--- config.mk ---
export PLATFORM = sky130hd
export DESIGN_NAME = unique_item_set_table_flat
export DESIGN_NICKNAME = d
export VERILOG_FILES = /design/src/rtl/core/uist_pkg.sv /design/src/rtl/core/uist_if.sv /design/src/rtl/core/uist_store.sv /design/src/rtl/core/uist_modu.sv /design/src/rtl/core/uist_ctrl.sv /design/src/rtl/core/unique_item_set_table.sv /design/src/flat_wrapper.sv
export SDC_FILE = /design/constraint.sdc
export NUM_CORES = 1
export LEC_CHECK = 0
export ABC_AREA = 1
export BUFFER_PORTS_ARGS = -buffer_cell sky130_fd_sc_hd__clkbuf_2
export CAP_MARGIN = 40
export CELL_PAD_IN_SITES_DETAIL_PLACEMENT = 1
export CELL_PAD_IN_SITES_GLOBAL_PLACEMENT = 1
export CORE_MARGIN = 4
export CORE_UTILIZATION = 46
export DETAILED_ROUTE_END_ITERATION = 8
export GPL_TIMING_DRIVEN = 0
export HOLD_SLACK_MARGIN = 0.02
export PLACE_DENSITY = 0.79
export SLEW_MARGIN = 20
export SYNTH_ARGS = -nofsm -noshare
export SYNTH_HDL_FRONTEND = slang
export SYNTH_SLANG_ARGS = --single-unit
--- constraint.sdc ---
create_clock -name clk -period 4.4 [get_ports clk]
set_input_delay 1.32 -clock clk [delete_from_list [all_inputs] [get_ports clk]]
set_output_delay 1.32 -clock clk [all_outputs]
set_load 0.005 [all_outputs]
--- src/rtl/core/uist_pkg.sv ---
// Package for the unique item set table: sizes, field widths, opcodes,
// sequencer states and the structs passed between the core modules.
// No dependencies; every other file of the block imports it.
package uist_pkg;

	// Storage geometry
	localparam int CAPACITY  = 64;
	localparam int ITEM_BITS = 6;
	localparam int IDX_W     = (CAPACITY > 1) ? $clog2(CAPACITY) : 1;
	localparam int CNT_W     = $clog2(CAPACITY + 1);

	// Port field widths
	localparam int OPCODE_W = 2;
	localparam int VALUE_W  = 6;
	localparam int POS_W    = 6;
	localparam int FOUND_W  = 6;
	localparam int COUNT_W  = 7;

	// Remainder unit step counter
	localparam int STEP_W = $clog2(POS_W + 1);

	typedef logic [ITEM_BITS-1:0] item_t;
	typedef logic [IDX_W-1:0]     idx_t;
	typedef logic [CNT_W-1:0]     cnt_t;

	typedef enum logic [OPCODE_W-1:0] {
		OP_INSERT = 2'd0,
		OP_REMOVE = 2'd1,
		OP_LOCATE = 2'd2,
		OP_PICKUP = 2'd3
	} op_t;

	typedef enum logic [2:0] {
		ST_IDLE,
		ST_SCAN,
		ST_MOD,
		ST_SHIFT,
		ST_FIN
	} state_t;

	// Entry store access: one read and one write port
	typedef struct packed {
		idx_t  raddr;
		logic  we;
		idx_t  waddr;
		item_t wdata;
	} mem_req_t;

	// Remainder unit request and answer
	typedef struct packed {
		logic             start;
		logic [POS_W-1:0] dividend;
		cnt_t             divisor;
	} mod_req_t;

	typedef struct packed {
		logic done;
		idx_t rem;
	} mod_rsp_t;

endpackage

--- src/rtl/core/uist_if.sv ---
// Valid/ready channel interfaces for the unique item set table.
// Depends on uist_pkg for field widths.
interface uist_in_if;
	import uist_pkg::*;

	logic               valid;
	logic               ready;
	logic [OPCODE_W-1:0] opcode;
	logic [VALUE_W-1:0]  item_value;
	logic [POS_W-1:0]    position;

	modport source (output valid, output opcode, output item_value, output position,
		input ready);
	modport sink (input valid, input opcode, input item_value, input position,
		output ready);
endinterface

interface uist_out_if;
	import uist_pkg::*;

	logic               valid;
	logic               ready;
	logic               failed;
	logic [FOUND_W-1:0] found_index;
	logic [VALUE_W-1:0] picked_value;
	logic [COUNT_W-1:0] item_count;

	modport source (output valid, output failed, output found_index, output picked_value,
		output item_count, input ready);
	modport sink (input valid, input failed, input found_index, input picked_value,
		input item_count, output ready);
endinterface

--- src/rtl/core/uist_store.sv ---
// Entry store: CAPACITY words of ITEM_BITS, one write and one registered read.
// Depends on uist_pkg for mem_req_t and item_t.
module uist_store (
	input  logic               clk,
	input  uist_pkg::mem_req_t req,
	output uist_pkg::item_t    rdata
);
	import uist_pkg::*;

	item_t mem [CAPACITY];
	item_t rdata_q;

	// Write the addressed entry
	always_ff @(posedge clk) begin
		if (req.we) begin
			mem[req.waddr] <= req.wdata;
		end
	end

	// Register the read word
	always_ff @(posedge clk) begin
		rdata_q <= mem[req.raddr];
	end

	assign rdata = rdata_q;

endmodule

--- src/rtl/core/uist_modu.sv ---
// Iterative remainder unit: position modulo count, one restoring step per cycle.
// Depends on uist_pkg for widths and the mod_req_t / mod_rsp_t structs.
module uist_modu (
	input  logic               clk,
	input  logic               arst_n,
	input  uist_pkg::mod_req_t req,
	output uist_pkg::mod_rsp_t rsp
);
	import uist_pkg::*;

	logic              busy_q;
	logic              done_q;
	logic [STEP_W-1:0] step_q;
	logic [POS_W-1:0]  dvd_q;
	cnt_t              dvs_q;
	cnt_t              rem_q;
	logic [CNT_W:0]    trial;
	logic              take;

	// Shift in the next dividend bit and compare against the divisor
	assign trial = {rem_q, dvd_q[POS_W-1]};
	assign take  = trial >= {1'b0, dvs_q};

	// Control: step counter and done pulse
	always_ff @(posedge clk or negedge arst_n) begin
		if (!arst_n) begin
			busy_q <= 1'b0;
			done_q <= 1'b0;
			step_q <= '0;
		end else begin
			done_q <= 1'b0;
			if (req.start) begin
				busy_q <= 1'b1;
				step_q <= '0;
			end else if (busy_q) begin
				step_q <= step_q + 1'b1;
				if (step_q == STEP_W'(POS_W - 1)) begin
					busy_q <= 1'b0;
					done_q <= 1'b1;
				end
			end
		end
	end

	// Datapath: partial remainder and dividend shifter
	always_ff @(posedge clk) begin
		if (req.start) begin
			dvd_q <= req.dividend;
			dvs_q <= req.divisor;
			rem_q <= '0;
		end else if (busy_q) begin
			dvd_q <= dvd_q << 1;
			rem_q <= take ? CNT_W'(trial - {1'b0, dvs_q}) : CNT_W'(trial);
		end
	end

	assign rsp.done = done_q;
	assign rsp.rem  = rem_q[IDX_W-1:0];

endmodule

--- src/rtl/core/uist_ctrl.sv ---
// Sequencer of the unique item set table: scans and shifts the entry store
// through one compare unit, drives the remainder unit, holds the result word.
// Depends on uist_pkg and the channel interfaces in uist_if.sv.
module uist_ctrl (
	input  logic               clk,
	input  logic               arst_n,
	uist_in_if.sink            in_ch,
	uist_out_if.source         out_ch,
	output uist_pkg::mem_req_t mem_req,
	input  uist_pkg::item_t    mem_rdata,
	output uist_pkg::mod_req_t mod_req,
	input  uist_pkg::mod_rsp_t mod_rsp
);
	import uist_pkg::*;

	state_t state_q, state_d;

	op_t              op_q;
	item_t            item_q;
	cnt_t             cnt_q;
	cnt_t             idx_q;
	logic             pend_q;
	idx_t             pidx_q;
	idx_t             where_q;
	logic             failed_q;
	idx_t             found_q;
	item_t            picked_q;

	logic               ovalid_q;
	logic               ofailed_q;
	logic [FOUND_W-1:0] ofound_q;
	logic [VALUE_W-1:0] opicked_q;
	logic [COUNT_W-1:0] ocount_q;

	logic accept;
	logic issue;
	logic scan_hit;
	logic walk_end;
	logic full;
	logic slot_free;
	logic hold_word;

	assign accept    = in_ch.valid && in_ch.ready;
	assign issue     = idx_q < cnt_q;
	assign scan_hit  = pend_q && (mem_rdata == item_q);
	assign walk_end  = !pend_q && !issue;
	assign full      = cnt_q == CNT_W'(CAPACITY);
	assign slot_free = !ovalid_q || out_ch.ready;
	assign hold_word = pend_q && (pidx_q == where_q);

	// Next state
	always_comb begin
		state_d = state_q;
		unique case (state_q)
			ST_IDLE: begin
				if (accept) begin
					if (op_t'(in_ch.opcode) == OP_PICKUP) begin
						state_d = (cnt_q == '0) ? ST_FIN : ST_MOD;
					end else begin
						state_d = ST_SCAN;
					end
				end
			end
			ST_SCAN: begin
				if (scan_hit || walk_end) begin
					state_d = (op_q == OP_REMOVE && scan_hit) ? ST_SHIFT : ST_FIN;
				end
			end
			ST_MOD: begin
				if (mod_rsp.done) begin
					state_d = ST_SHIFT;
				end
			end
			ST_SHIFT: begin
				if (walk_end) begin
					state_d = ST_FIN;
				end
			end
			ST_FIN: begin
				if (slot_free) begin
					state_d = ST_IDLE;
				end
			end
			default: state_d = ST_IDLE;
		endcase
	end

	// Outputs to the channel, store and remainder unit
	always_comb begin
		in_ch.ready     = 1'b0;
		mem_req.raddr   = idx_q[IDX_W-1:0];
		mem_req.we      = 1'b0;
		mem_req.waddr   = pidx_q - 1'b1;
		mem_req.wdata   = mem_rdata;
		mod_req.start   = 1'b0;
		mod_req.dividend = in_ch.position;
		mod_req.divisor = cnt_q;
		unique case (state_q)
			ST_IDLE: begin
				in_ch.ready   = 1'b1;
				mod_req.start = accept && (op_t'(in_ch.opcode) == OP_PICKUP) && (cnt_q != '0);
			end
			ST_SCAN: begin
				// Append on a clean miss with room left
				if (walk_end && !scan_hit && op_q == OP_INSERT && !full) begin
					mem_req.we    = 1'b1;
					mem_req.waddr = cnt_q[IDX_W-1:0];
					mem_req.wdata = item_q;
				end
			end
			ST_SHIFT: begin
				// Move each later entry down one place
				mem_req.we = pend_q && !hold_word;
			end
			default: begin
			end
		endcase
	end

	// State register
	always_ff @(posedge clk or negedge arst_n) begin
		if (!arst_n) begin
			state_q <= ST_IDLE;
		end else begin
			state_q <= state_d;
		end
	end

	// Sequencer control registers
	always_ff @(posedge clk or negedge arst_n) begin
		if (!arst_n) begin
			cnt_q  <= '0;
			idx_q  <= '0;
			pend_q <= 1'b0;
		end else begin
			unique case (state_q)
				ST_IDLE: begin
					idx_q  <= '0;
					pend_q <= 1'b0;
				end
				ST_SCAN: begin
					pend_q <= issue;
					if (issue) begin
						idx_q <= idx_q + 1'b1;
					end
					if (scan_hit) begin
						idx_q  <= CNT_W'(pidx_q);
						pend_q <= 1'b0;
					end else if (walk_end && op_q == OP_INSERT && !full) begin
						cnt_q <= cnt_q + 1'b1;
					end
				end
				ST_MOD: begin
					idx_q  <= CNT_W'(mod_rsp.rem);
					pend_q <= 1'b0;
				end
				ST_SHIFT: begin
					pend_q <= issue;
					if (issue) begin
						idx_q <= idx_q + 1'b1;
					end
					if (walk_end) begin
						cnt_q <= cnt_q - 1'b1;
					end
				end
				default: begin
				end
			endcase
		end
	end

	// Operand and result datapath
	always_ff @(posedge clk) begin
		pidx_q <= idx_q[IDX_W-1:0];
		unique case (state_q)
			ST_IDLE: begin
				op_q     <= op_t'(in_ch.opcode);
				item_q   <= ITEM_BITS'(in_ch.item_value);
				failed_q <= (op_t'(in_ch.opcode) == OP_PICKUP) && (cnt_q == '0);
				found_q  <= '0;
				picked_q <= '0;
			end
			ST_SCAN: begin
				if (scan_hit) begin
					where_q <= pidx_q;
					if (op_q == OP_LOCATE) begin
						found_q <= pidx_q;
					end
					failed_q <= op_q == OP_INSERT;
				end else if (walk_end) begin
					failed_q <= (op_q != OP_INSERT) || full;
				end
			end
			ST_MOD: begin
				where_q <= mod_rsp.rem;
				found_q <= mod_rsp.rem;
			end
			ST_SHIFT: begin
				// Keep the taken entry on pickup
				if (hold_word && op_q == OP_PICKUP) begin
					picked_q <= mem_rdata;
				end
			end
			default: begin
			end
		endcase
	end

	// Result word register
	always_ff @(posedge clk or negedge arst_n) begin
		if (!arst_n) begin
			ovalid_q <= 1'b0;
		end else if (state_q == ST_FIN && slot_free) begin
			ovalid_q <= 1'b1;
		end else if (out_ch.ready) begin
			ovalid_q <= 1'b0;
		end
	end

	always_ff @(posedge clk) begin
		if (state_q == ST_FIN && slot_free) begin
			ofailed_q <= failed_q;
			ofound_q  <= FOUND_W'(found_q);
			opicked_q <= VALUE_W'(picked_q);
			ocount_q  <= COUNT_W'(cnt_q);
		end
	end

	assign out_ch.valid        = ovalid_q;
	assign out_ch.failed       = ofailed_q;
	assign out_ch.found_index  = ofound_q;
	assign out_ch.picked_value = opicked_q;
	assign out_ch.item_count   = ocount_q;

endmodule

--- src/rtl/core/unique_item_set_table.sv ---
// Top level of the unique item set table: sequencer, entry store, remainder unit.
// Depends on uist_pkg, uist_if.sv, uist_store, uist_modu and uist_ctrl.
//
//   channel  dir  payload                                           accept
//   in_ch    in   opcode, item_value, position                      valid && ready
//   out_ch   out  failed, found_index, picked_value, item_count     valid && ready
//
// Insert, remove and locate scan one entry a cycle; remove and pickup then shift the
// later entries down, and pickup first runs the remainder unit.
// Reset clears the count and the control; the store needs no clearing.
// in_ch.ready is high only while idle; a waiting result word holds the next in ST_FIN.
module unique_item_set_table (
	input  logic      clk,
	input  logic      arst_n,
	uist_in_if.sink   in_ch,
	uist_out_if.source out_ch
);
	import uist_pkg::*;

	mem_req_t mem_req;
	item_t    mem_rdata;
	mod_req_t mod_req;
	mod_rsp_t mod_rsp;

	uist_ctrl u_ctrl (
		.clk       (clk),
		.arst_n    (arst_n),
		.in_ch     (in_ch),
		.out_ch    (out_ch),
		.mem_req   (mem_req),
		.mem_rdata (mem_rdata),
		.mod_req   (mod_req),
		.mod_rsp   (mod_rsp)
	);

	uist_store u_store (
		.clk   (clk),
		.req   (mem_req),
		.rdata (mem_rdata)
	);

	uist_modu u_modu (
		.clk    (clk),
		.arst_n (arst_n),
		.req    (mod_req),
		.rsp    (mod_rsp)
	);

endmodule
--- src/flat_wrapper.sv ---
// flat-port wrapper written by rule: the top's interface ports become plain ports
module unique_item_set_table_flat import uist_pkg::*;
  (clk, arst_n, in_ch_valid, in_ch_opcode, in_ch_item_value, in_ch_position, in_ch_ready, out_ch_valid, out_ch_failed, out_ch_found_index, out_ch_picked_value, out_ch_item_count, out_ch_ready);
  uist_in_if in_ch_i ();
  uist_out_if out_ch_i ();
  input  logic clk;
  input  logic arst_n;
  input wire logic [$bits(in_ch_i.valid)-1:0] in_ch_valid;
  input wire logic [$bits(in_ch_i.opcode)-1:0] in_ch_opcode;
  input wire logic [$bits(in_ch_i.item_value)-1:0] in_ch_item_value;
  input wire logic [$bits(in_ch_i.position)-1:0] in_ch_position;
  output wire logic [$bits(in_ch_i.ready)-1:0] in_ch_ready;
  output wire logic [$bits(out_ch_i.valid)-1:0] out_ch_valid;
  output wire logic [$bits(out_ch_i.failed)-1:0] out_ch_failed;
  output wire logic [$bits(out_ch_i.found_index)-1:0] out_ch_found_index;
  output wire logic [$bits(out_ch_i.picked_value)-1:0] out_ch_picked_value;
  output wire logic [$bits(out_ch_i.item_count)-1:0] out_ch_item_count;
  input wire logic [$bits(out_ch_i.ready)-1:0] out_ch_ready;
  assign in_ch_i.valid = in_ch_valid;
  assign in_ch_i.opcode = in_ch_opcode;
  assign in_ch_i.item_value = in_ch_item_value;
  assign in_ch_i.position = in_ch_position;
  assign in_ch_ready = in_ch_i.ready;
  assign out_ch_valid = out_ch_i.valid;
  assign out_ch_failed = out_ch_i.failed;
  assign out_ch_found_index = out_ch_i.found_index;
  assign out_ch_picked_value = out_ch_i.picked_value;
  assign out_ch_item_count = out_ch_i.item_count;
  assign out_ch_i.ready = out_ch_ready;
  unique_item_set_table u_core (.clk(clk), .arst_n(arst_n), .in_ch(in_ch_i), .out_ch(out_ch_i));
endmodule
# ---- Word-level counts from Yosys, hierarchy flattened
# Memories as Yosys holds them, arrays and structs flattened. A register that Yosys moved wholly into a read port is not among the register bits.
# Index checks and enable logic that the tools add are counted.
dict set report totals {
  wordCells 148
  ff_bits 97
  n_memories 1
  in_bits 18
  out_inout_bits 22
  ram_bits 384
}
# memory depth word_bits rd rd_clocked_by_memory_dff wr line_no
set memory_table {}
lappend memory_table {u_core.u_store.mem 64 6 1 1 1 uist_store.sv:10} ;# item_t mem [CAPACITY];
dict set report classes {
  reduce_logical 46
  n_mux 48
  order_cmp 2
  n_addsub 6
  n_eq_ne 23
}
# cell n
set ops {}
lappend ops {{$mux W7} 6}
lappend ops {{$mux W6} 6}
lappend ops {{$mux W3} 10}
lappend ops {{$pmux W7 S4} 1}
lappend ops {{$pmux W6 S2} 2}
lappend ops {{$ne A2 B2 Y1 const B} 10}
lappend ops {{$pmux W6 S3} 1}
lappend ops {{$logic_and A1 B1 Y1} 16}
lappend ops {{$mux W1} 15}
lappend ops {{$pmux W3 S5} 1}
lappend ops {{$add A7 B1 Y7 const B} 2}
lappend ops {{$pmux W7 S2} 1}
lappend ops {{$reduce_bool A2 Y1} 7}
lappend ops {{$mux W13} 1}
lappend ops {{$eq A6 B6 Y1} 2}
lappend ops {{$mux W12} 1}
lappend ops {{$ge A8 B7 Y1} 1}
lappend ops {{$eq A7 B7 Y1 const B} 1}
lappend ops {{$logic_not A7 Y1} 1}
lappend ops {{$lt A7 B7 Y1} 1}
lappend ops {{$reduce_bool A7 Y1} 1}
lappend ops {{$sub A7 B1 Y7 const B} 1}
lappend ops {{$sub A7 B7 Y7} 1}
lappend ops {{$eq A2 B2 Y1 const B} 3}
lappend ops {{20 further kinds} 33}

# ---- Depth between registers and ports, before layout
# Gate-level depths: netlist (run 1).
dict set report logic_depth {
  depth_word 10
  depth_mapped 16
  mapped_depth_nobuf 16
}

# ---- By module
# Synthesis (run 1) repeated with hierarchy kept, for this count alone.
dict set report hier_totals {
  cells_unflattened 1971
  hier_area_um2 21359.2
}
# module instances cells_per_inst seq_area_each_um2 area_per_inst_um2
set by_module_without_submodules {}
lappend by_module_without_submodules {uist_store 1 1376 11651.2 15930.3}
lappend by_module_without_submodules {uist_ctrl 1 420 2006.9 3978.8}
lappend by_module_without_submodules {uist_modu 1 175 655.6 1450.1}

# ---- Least setup slack after synthesis (run 1)
# OpenSTA, ideal clock, no wires.
dict set report synth_timing {
  kind {register -> register}
  from {register u_core.u_ctrl.cnt_q[1]}
  to {memory u_core.u_store.mem[0][3] (netlist name), data pin}
  stages_incl_launch_ff 12
  arrival_ps 4075
  path_buffers 1
  synth_period_minus_slack_ps 4776
  setup_time_ps 702
  required_time_ps 3698
  slack_ps -376
  path_cell_list {dfrtp_1 inv_1 ha_1 nand2_1 inv_1 nand2_1 nand2_1 nand2_1 nand2_1 nand3_4 buf_6 o21ai_0}
}
# element line_no
set synth_rtl {}
lappend synth_rtl {{start, declared} uist_ctrl.sv:20} ;# cnt_t cnt_q;
lappend synth_rtl {{start signal, assigned} uist_ctrl.sv:150} ;# cnt_q <= cnt_q + 1'b1;
lappend synth_rtl {{start signal, assigned} uist_ctrl.sv:163} ;# cnt_q <= cnt_q - 1'b1;
lappend synth_rtl {{end, declared} uist_store.sv:10}

# ---- Worst setup path in the final report (run 1)
dict set report layout_timing {
  from {register u_core.u_ctrl.cnt_q[1]}
  to {memory u_core.u_store.mem[1][3] (netlist name) (enable)}
}
dict set report layout_between {
  elab_chain_len 10
  word_cells_on_any_way 13
  cone_classes {1 x order compare; 1 x eq/ne; 5 x mux; 6 x reduce/logical}
}
# element line_no
set layout_rtl {}
lappend layout_rtl {{$lt A7 B7 Y1} uist_ctrl.sv:44} ;# assign issue = idx_q < cnt_q;
lappend layout_rtl {{$logic_not A1 Y1} uist_ctrl.sv:46} ;# assign walk_end = !pend_q && !issue;
lappend layout_rtl {{$logic_and A1 B1 Y1} uist_ctrl.sv:46}
lappend layout_rtl {{$logic_and A1 B1 Y1 (3 in a row)} uist_ctrl.sv:105} ;# if (walk_end && !scan_hit && op_q == OP_INSERT && !full) begin
lappend layout_rtl {{$mux W13 (*)} uist_ctrl.sv:105}
lappend layout_rtl {{$pmux W1 S2} uist_ctrl.sv:98} ;# unique case (state_q)
lappend layout_rtl {{$mux W1} uist_store.sv:15} ;# if (req.we) begin
lappend layout_rtl {{$mux W1 (not written as such)} uist_store.sv:16} ;# mem[req.waddr] <= req.wdata;
# Every way passes the cells marked *; elsewhere a longest branch is shown, timed or not.

==> results of run 1 <==
Yosys cell counts, drive strengths merged (2+ instances only):
cell / number
edfxtp: 444
xnor2: 9
nand4: 17
o221ai: 2
nor2: 348
a31oi: 2
clkbuf: 61
o211ai: 50
dfxtp: 19
dfrtp: 24
inv: 89
a21o: 2
nand3: 77
fa: 2
o22ai: 37
a22oi: 21
o21ai: 231
a21oi: 32
nor3: 6
buf: 18
o21bai: 3
nand2: 216
xor2: 17
ha: 22
worst register-to-register path: stages (launching register included):
cell	delay, ns
dfrtp_1	0.58
inv_1	0.20
ha_1	0.33
nand2_1	0.05
inv_1	0.05
nand2_1	0.05
nand2_1	0.07
nand2_1	0.05
nand2_1	0.15
nand2_1	0.19
nor2_4	0.35
nand2_1	0.11
nand2_2	0.22
nand2_1	0.09
inv_1	0.09
nand2_1	0.22
nor2_1	0.69
state kept, by name, indices dropped and copies added, names as in the netlist, 7 cells and up:
register	count
u_core.u_ctrl.cnt_q	7
u_core.u_ctrl.out_ch.item_count	7
u_core.u_ctrl.idx_q	7
u_core.u_modu.rem_q	7
u_core.u_store.mem	384
u_core.u_modu.dvs_q	7
metal layers:
metal,vias to the layer above,part of all wire
met5,-,0
met4,0,0.044
met3,176,0.092
met2,892,0.48
met1,7685,0.38
li1,6479,-
cell families after synthesis:
| kind of cell | synth area share |
|---|---|
| AOI/OAI and AO/OA | 0.106 |
| xor gates and xnor gates | 0.0111 |
| adders and majority gates | 0.0154 |
| buffers and inverters | 0.0324 |
| DFF | 0.698 |
| and+or+nand+nor | 0.137 |
where the power goes:
| part | total, W | internal (W) | switching, W |
|---|---|---|---|
| logic | 0.00430 | 0.00120 | 0.00310 |
| registers | 0.00617 | 0.00593 | 0.000247 |
| clock network | 0.00403 | 0.00222 | 0.00181 |
final cells by class:
cell class,count,area (µm²)
inverters,89,339
plain buffers,79,325
flip-flops and latches,487,14300
fillers,4645,20700
clock inverters,24,198
multi-input cells,1097,5590
clock buffers,67,1310
well taps,592,741
repair buffers,61,641
stage by stage:
step,util,cells,setup TNS [ns],worst slack [ns]
final,0.532,2496,0,0.582
after CTS,0.530,2491,0,0.590
after detailed placement,0.496,2400,0,0.639
after floorplan,-,1752,-72.29,-0.376
after global placement,0.486,2383,-1062.24,-4.36
after global routing,0.532,2496,0,0.327
worst max path at each step:
stage          cells past startpoint  slack [ns]                    from                   endpoint
5_1_grt                           16        0.33  u_core.u_ctrl.cnt_q[1]   u_core.u_store.mem[1][3]
2_1_floorplan                     11       -0.38  u_core.u_ctrl.cnt_q[1]   u_core.u_store.mem[0][3]
3_3_place_gp                      11       -4.36  u_core.u_ctrl.cnt_q[1]  u_core.u_store.mem[16][4]
3_5_place_dp                      16        0.64  u_core.u_ctrl.cnt_q[1]   u_core.u_store.mem[0][4]
6_report                          16        0.58  u_core.u_ctrl.cnt_q[1]   u_core.u_store.mem[1][3]
4_1_cts                           16        0.59  u_core.u_ctrl.cnt_q[1]   u_core.u_store.mem[1][3]
==> flow_metrics.py, run 1 <==
metrics = {
    "critical_path": {
        "path_max_fanout": 8,
        "reg2reg_slack_ns": 0.58,
        "crit_type": "reg2reg",
        "critPathTopFamily": "simple AND/OR/NAND/NOR gates",
        "start_kind": "flip-flop",
        "critPathRequiredTime_ns": 4.65,
        "crit_top_cell": "nand2_1",
        "end_kind": "flip-flop",
        "ff2ff_path_depth": 16,
        "max_stage_delay_ns": 0.69,
        "path_cells": "inv_1 > ha_1 > nand2_1 > inv_1 > nand2_1 > nand2_1 > nand2_1 > nand2_1 > nand2_1 > nor2_4 > nand2_1 > nand2_2 > nand2_1 > inv_1 > nand2_1 > nor2_1",
        "regToRegStartpoint": "u_core.u_ctrl.cnt_q[1]",
        "worstReg2RegEnd": "u_core.u_store.mem[1][3]",
        "arrival_ns": 4.07,
        "cp_num_buf_inv": 3,
        "cp_slowest_cell": "nor2_1",
    },
    "logic_synthesis": {
        "synthCells": 1752,
        "synth_cell_types": 39,
        "synth_area_um2": 20500,
        "seq_area_frac_synth": 0.698,
        "synth_area_leaders": "edfxtp_1 (65%), nor2_1 (6.2%), o21ai_0 (5.6%)",
        "synth_flop_cell": "edfxtp_1",
        "synth_seq_cells": 487,
        "synth.top_cell.area_share": 0.650,
        "synth_nets": 1794,
        "synth.largest_area_cell": "edfxtp_1",
        "synth_edf_count": 444,
        "synthArstFlopShare": 0.0493,
        "yosys_warnings": 0,
        "syn_area_per_cell_um2": 11.7,
    },
    "sta": {
        "hold_viol_final": 0,
        "final_max_slew_viol_count": 0,
        "fin_crit_sh": 0.868,
        "slew_headroom": 0.380,
        "rsz0062_at_grt": "no",
        "holdWs_ns": 0.421,
        "timing.final.crit_period_ns": 3.82,
        "clock.fmax_mhz": 262,
        "setup_viol": 0,
        "clock_skew_ns": 0.0477,
        "tightest_slew_ns": 0.930,
    },
    "clock_network": {
        "numCtsBuffers": 49,
        "clockBufferDepth": 3,
        "clock_latency_ns": 0.63,
        "cts_resized": 0,
        "clk_pin_slew_ns": 0.06,
        "cts_hold_buf": 0,
        "cts.sinks": 487,
        "post-cts-setup-buffer-count": 0,
        "cts_root_buf": "clkbuf_16",
        "tritoncts": "built",
        "htreeDepth": 2,
    },
    "place": {
        "portBuffers": 39,
        "dp.final_hpwl_um": 47400,
        "place_area_um2": 21900,
        "gp_congestion": 0.998,
    },
    "global_route": {
        "grt_overflow_total": 0,
        "globalRouteMet3Util": 0.0515,
        "grt_use_met2": 0.467,
        "track_usage": 0.284,
        "busiest_layer": "met2",
        "antenna_found_initial": 0,
        "grt_pass1_wl_um": 99900,
        "grt_pass1_vias": 15800,
        "grt_max_degree": 35,
        "groute.layer.met1.usage": 0.368,
    },
    "cells_and_area": {
        "drive_gt1_frac": 0.100,
        "stdcell_area_um2": 23500,
        "final_common_cell": "edfxtp_1",
        "layout.nets": 1906,
        "area_growth_pct": 14.5,
        "final_cell_mix": "edfxtp_1 (444), nor2_1 (338), o21ai_0 (223)",
        "diodes": 0,
    },
    "floorplan": {
        "core_um2": 44100,
        "rows": 77,
        "dieArea_um2": 48000,
        "start_util": 0.465,
        "io_pins": 40,
        "fp.dieH_um": 219,
        "die_w_um": 219,
    },
    "drt": {
        "drtAntennaViolNets": 0,
        "drt_iter0_drc": 1873,
        "num_vias": 15200,
        "drt-pass1-iter-count": 6,
        "drc": 0,
        "viasPerCell": 6.10,
        "wl_per_cell_um": 27.4,
        "drt-total-wl_um": 68500,
    },
    "power_and_ir_drop": {
        "p_total_w": 0.0145,
        "pwr_density_cell_nw_per_um2": 618,
        "ir_drop_uv": 306,
        "p_leak_nw": 8.29,
    },
    "hold_path": {
        "hold_end": "u_core.u_ctrl.out_ch.picked_value[2]",
        "hold_class": "reg2reg",
        "hp-start": "u_core.u_ctrl.picked_q[2]",
        "worstHoldPathCells": 0,
    },
    "outcome": {
        "status": "complete, no violations",
    },
    "flow_run": {
        "drv_cap": 0,
    },
}
Note: power is estimated with default switching activity, not from simulation.
==> run 2, diff against run 1 <==
- GPL_ROUTABILITY_DRIVEN: default -> 0
- PLACE_DENSITY: 0.79 -> 0.76
==> run 2 against run 1 <==
Compared with the run above:
- clock skew shrank 0.024 ns
- power grew 1.5%
- setup slack gained 0.056 ns
- via count shrank 0.82%
- global-route usage shrank 0.11 points
- critical path type unchanged
- critical endpoint is now u_core.u_store.mem[59][0]
- largest power group unchanged
==> flow_metrics.py, run 2 (synthesized netlist as in run 1, its figures left out) <==
metrics = {
    "drt": {
        "viasPerCell": 6.04,
        "drt-total-wl_um": 67700,
        "drtAntennaViolNets": 0,
        "drt_iter0_drc": 1863,
        "num_vias": 15100,
        "wl_per_cell_um": 27.1,
        "drt-pass1-iter-count": 5,
        "drc": 0,
    },
    "global_route": {
        "grt_pass1_vias": 15800,
        "track_usage": 0.283,
        "grt_max_degree": 33,
        "grt_overflow_total": 0,
        "grt_pass1_wl_um": 99900,
        "antenna_found_initial": 1,
    },
    "clock_network": {
        "cts_root_buf": "clkbuf_16",
        "clock_latency_ns": 0.60,
        "cts_resized": 0,
        "clockBufferDepth": 3,
        "clk_pin_slew_ns": 0.06,
        "cts.sinks": 487,
        "cts_hold_buf": 0,
        "numCtsBuffers": 51,
        "htreeDepth": 2,
        "post-cts-setup-buffer-count": 0,
        "tritoncts": "built",
    },
    "critical_path": {
        "crit_top_cell": "nand2_1",
        "max_stage_delay_ns": 0.78,
        "start_kind": "flip-flop",
        "critPathRequiredTime_ns": 4.61,
        "cp_slowest_cell": "nor2_1",
        "crit_type": "reg2reg",
        "end_kind": "flip-flop",
        "arrival_ns": 3.97,
        "path_cells": "inv_1 > ha_1 > nand2_1 > inv_1 > nand2_1 > nand2_1 > nand2_1 > nand2_1 > nand3_4 > buf_6 > nand2_1 > nand2_2 > nand4_1 > nor2_1",
        "path_max_fanout": 10,
    },
    "power_and_ir_drop": {
        "comb_power_share": 0.291,
        "ir_drop_uv": 328,
        "p_sw_w": 0.00512,
        "pwr_density_cell_nw_per_um2": 624,
        "power_frac_seq": 0.420,
        "p_sw_frac": 0.348,
        "internal_power_w": 0.00959,
        "clkPwrFrac": 0.290,
        "p_leak_nw": 8.36,
    },
    "cells_and_area": {
        "top_register": "u_core.u_store.mem",
        "stdcell_area_um2": 23600,
        "largest_register_ffs": 384,
        "final_cell_mix": "edfxtp_1 (444), nor2_1 (338), o21ai_0 (223)",
        "diodes": 0,
        "layout.nets": 1911,
        "area_growth_pct": 15.1,
        "final_common_cell": "edfxtp_1",
        "drive_gt1_frac": 0.102,
        "stdcell_count": 2501,
    },
    "sta": {
        "worst_slack_ns": 0.638,
        "setup_viol": 0,
        "hold_viol_final": 0,
        "fin_crit_sh": 0.855,
        "clock.fmax_mhz": 266,
        "timing.final.crit_period_ns": 3.76,
        "holdWs_ns": 0.419,
        "setup-tns-final_ns": 0,
        "slew_headroom": 0.366,
        "rsz0062_at_grt": "no",
        "tightest_slew_ns": 0.951,
        "clock_skew_ns": 0.0238,
        "final_max_slew_viol_count": 0,
    },
    "place": {
        "place_area_um2": 21900,
        "place_inst": 2398,
        "dp.final_hpwl_um": 46700,
        "dp_slack_ns": 0.666,
        "portBuffers": 39,
    },
    "flow_run": {
        "drv_cap": 0,
    },
    "floorplan": {
        "start_util": 0.465,
        "io_pins": 40,
        "die_w_um": 219,
        "fp.dieH_um": 219,
        "dieArea_um2": 48000,
        "core_um2": 44100,
        "rows": 77,
    },
    "hold_path": {
        "hold_class": "reg2reg",
    },
    "outcome": {
        "status": "complete, no violations",
    },
}
==> run 2: stage by stage <==
step                power [W]   util
floorplan             0.00846      -
global placement      0.00995  0.486
detailed placement     0.0104  0.496
CTS                    0.0146  0.532
global route           0.0153  0.535
finish                 0.0147  0.535
==> run 2: worst paths after layout <==
path	end	slack, ns	cells past startpoint	from
min in group asynchronous	u_core.u_modu.done_q	0.79	1	arst_n
worst max register to register	u_core.u_store.mem[59][0]	0.64	14	u_core.u_ctrl.cnt_q[1]
max in group asynchronous	u_core.u_ctrl.state_q[1]	3.12	1	arst_n
worst min register to register	u_core.u_ctrl.out_ch.picked_value[3]	0.42	0	u_core.u_ctrl.picked_q[3]
worst max-delay path	u_core.u_store.mem[59][0]	0.64	14	u_core.u_ctrl.cnt_q[1]
worst min-delay path	u_core.u_ctrl.out_ch.picked_value[3]	0.42	0	u_core.u_ctrl.picked_q[3]
==> run 2: area by class of cell <==
| type | count | area (µm²) |
|---|---|---|
| buffer | 79 | 325 |
| clock buffer | 71 | 1380 |
| clock inverter | 22 | 243 |
| fill | 4652 | 20500 |
| inverter | 89 | 339 |
| multi-input combinational | 1097 | 5590 |
| sequential | 487 | 14300 |
| tap | 592 | 741 |
| timing repair buffer | 64 | 654 |
==> run 2: power groups by stage <==
stage	clock network (W)	registers (W)	logic, W
after CTS	0.00430	0.00617	0.00417
after global placement	0	0.00641	0.00354
after global routing	0.00450	0.00620	0.00459
after detailed placement	0	0.00626	0.00411
final	0.00426	0.00618	0.00428
after floorplan	0	0.00624	0.00223
==> run 2: critical path, delay by kind of cell, from the launching register on <==
kind | cells | cell delay (ns)
simple gates | 10 | 2.02
buf+inv | 3 | 0.45
fa+ha+maj | 1 | 0.33
flops | 1 | 0.57
==> run 2: layer usage <==
layer | up-vias | part of all wire | GRT usage
li1 | 6491 | - | -
met1 | 7634 | 0.39 | 0.381
met2 | 809 | 0.47 | 0.458
met3 | 171 | 0.098 | 0.0518
met4 | 2 | 0.039 | 0.114
met5 | - | 0.00024 | 0
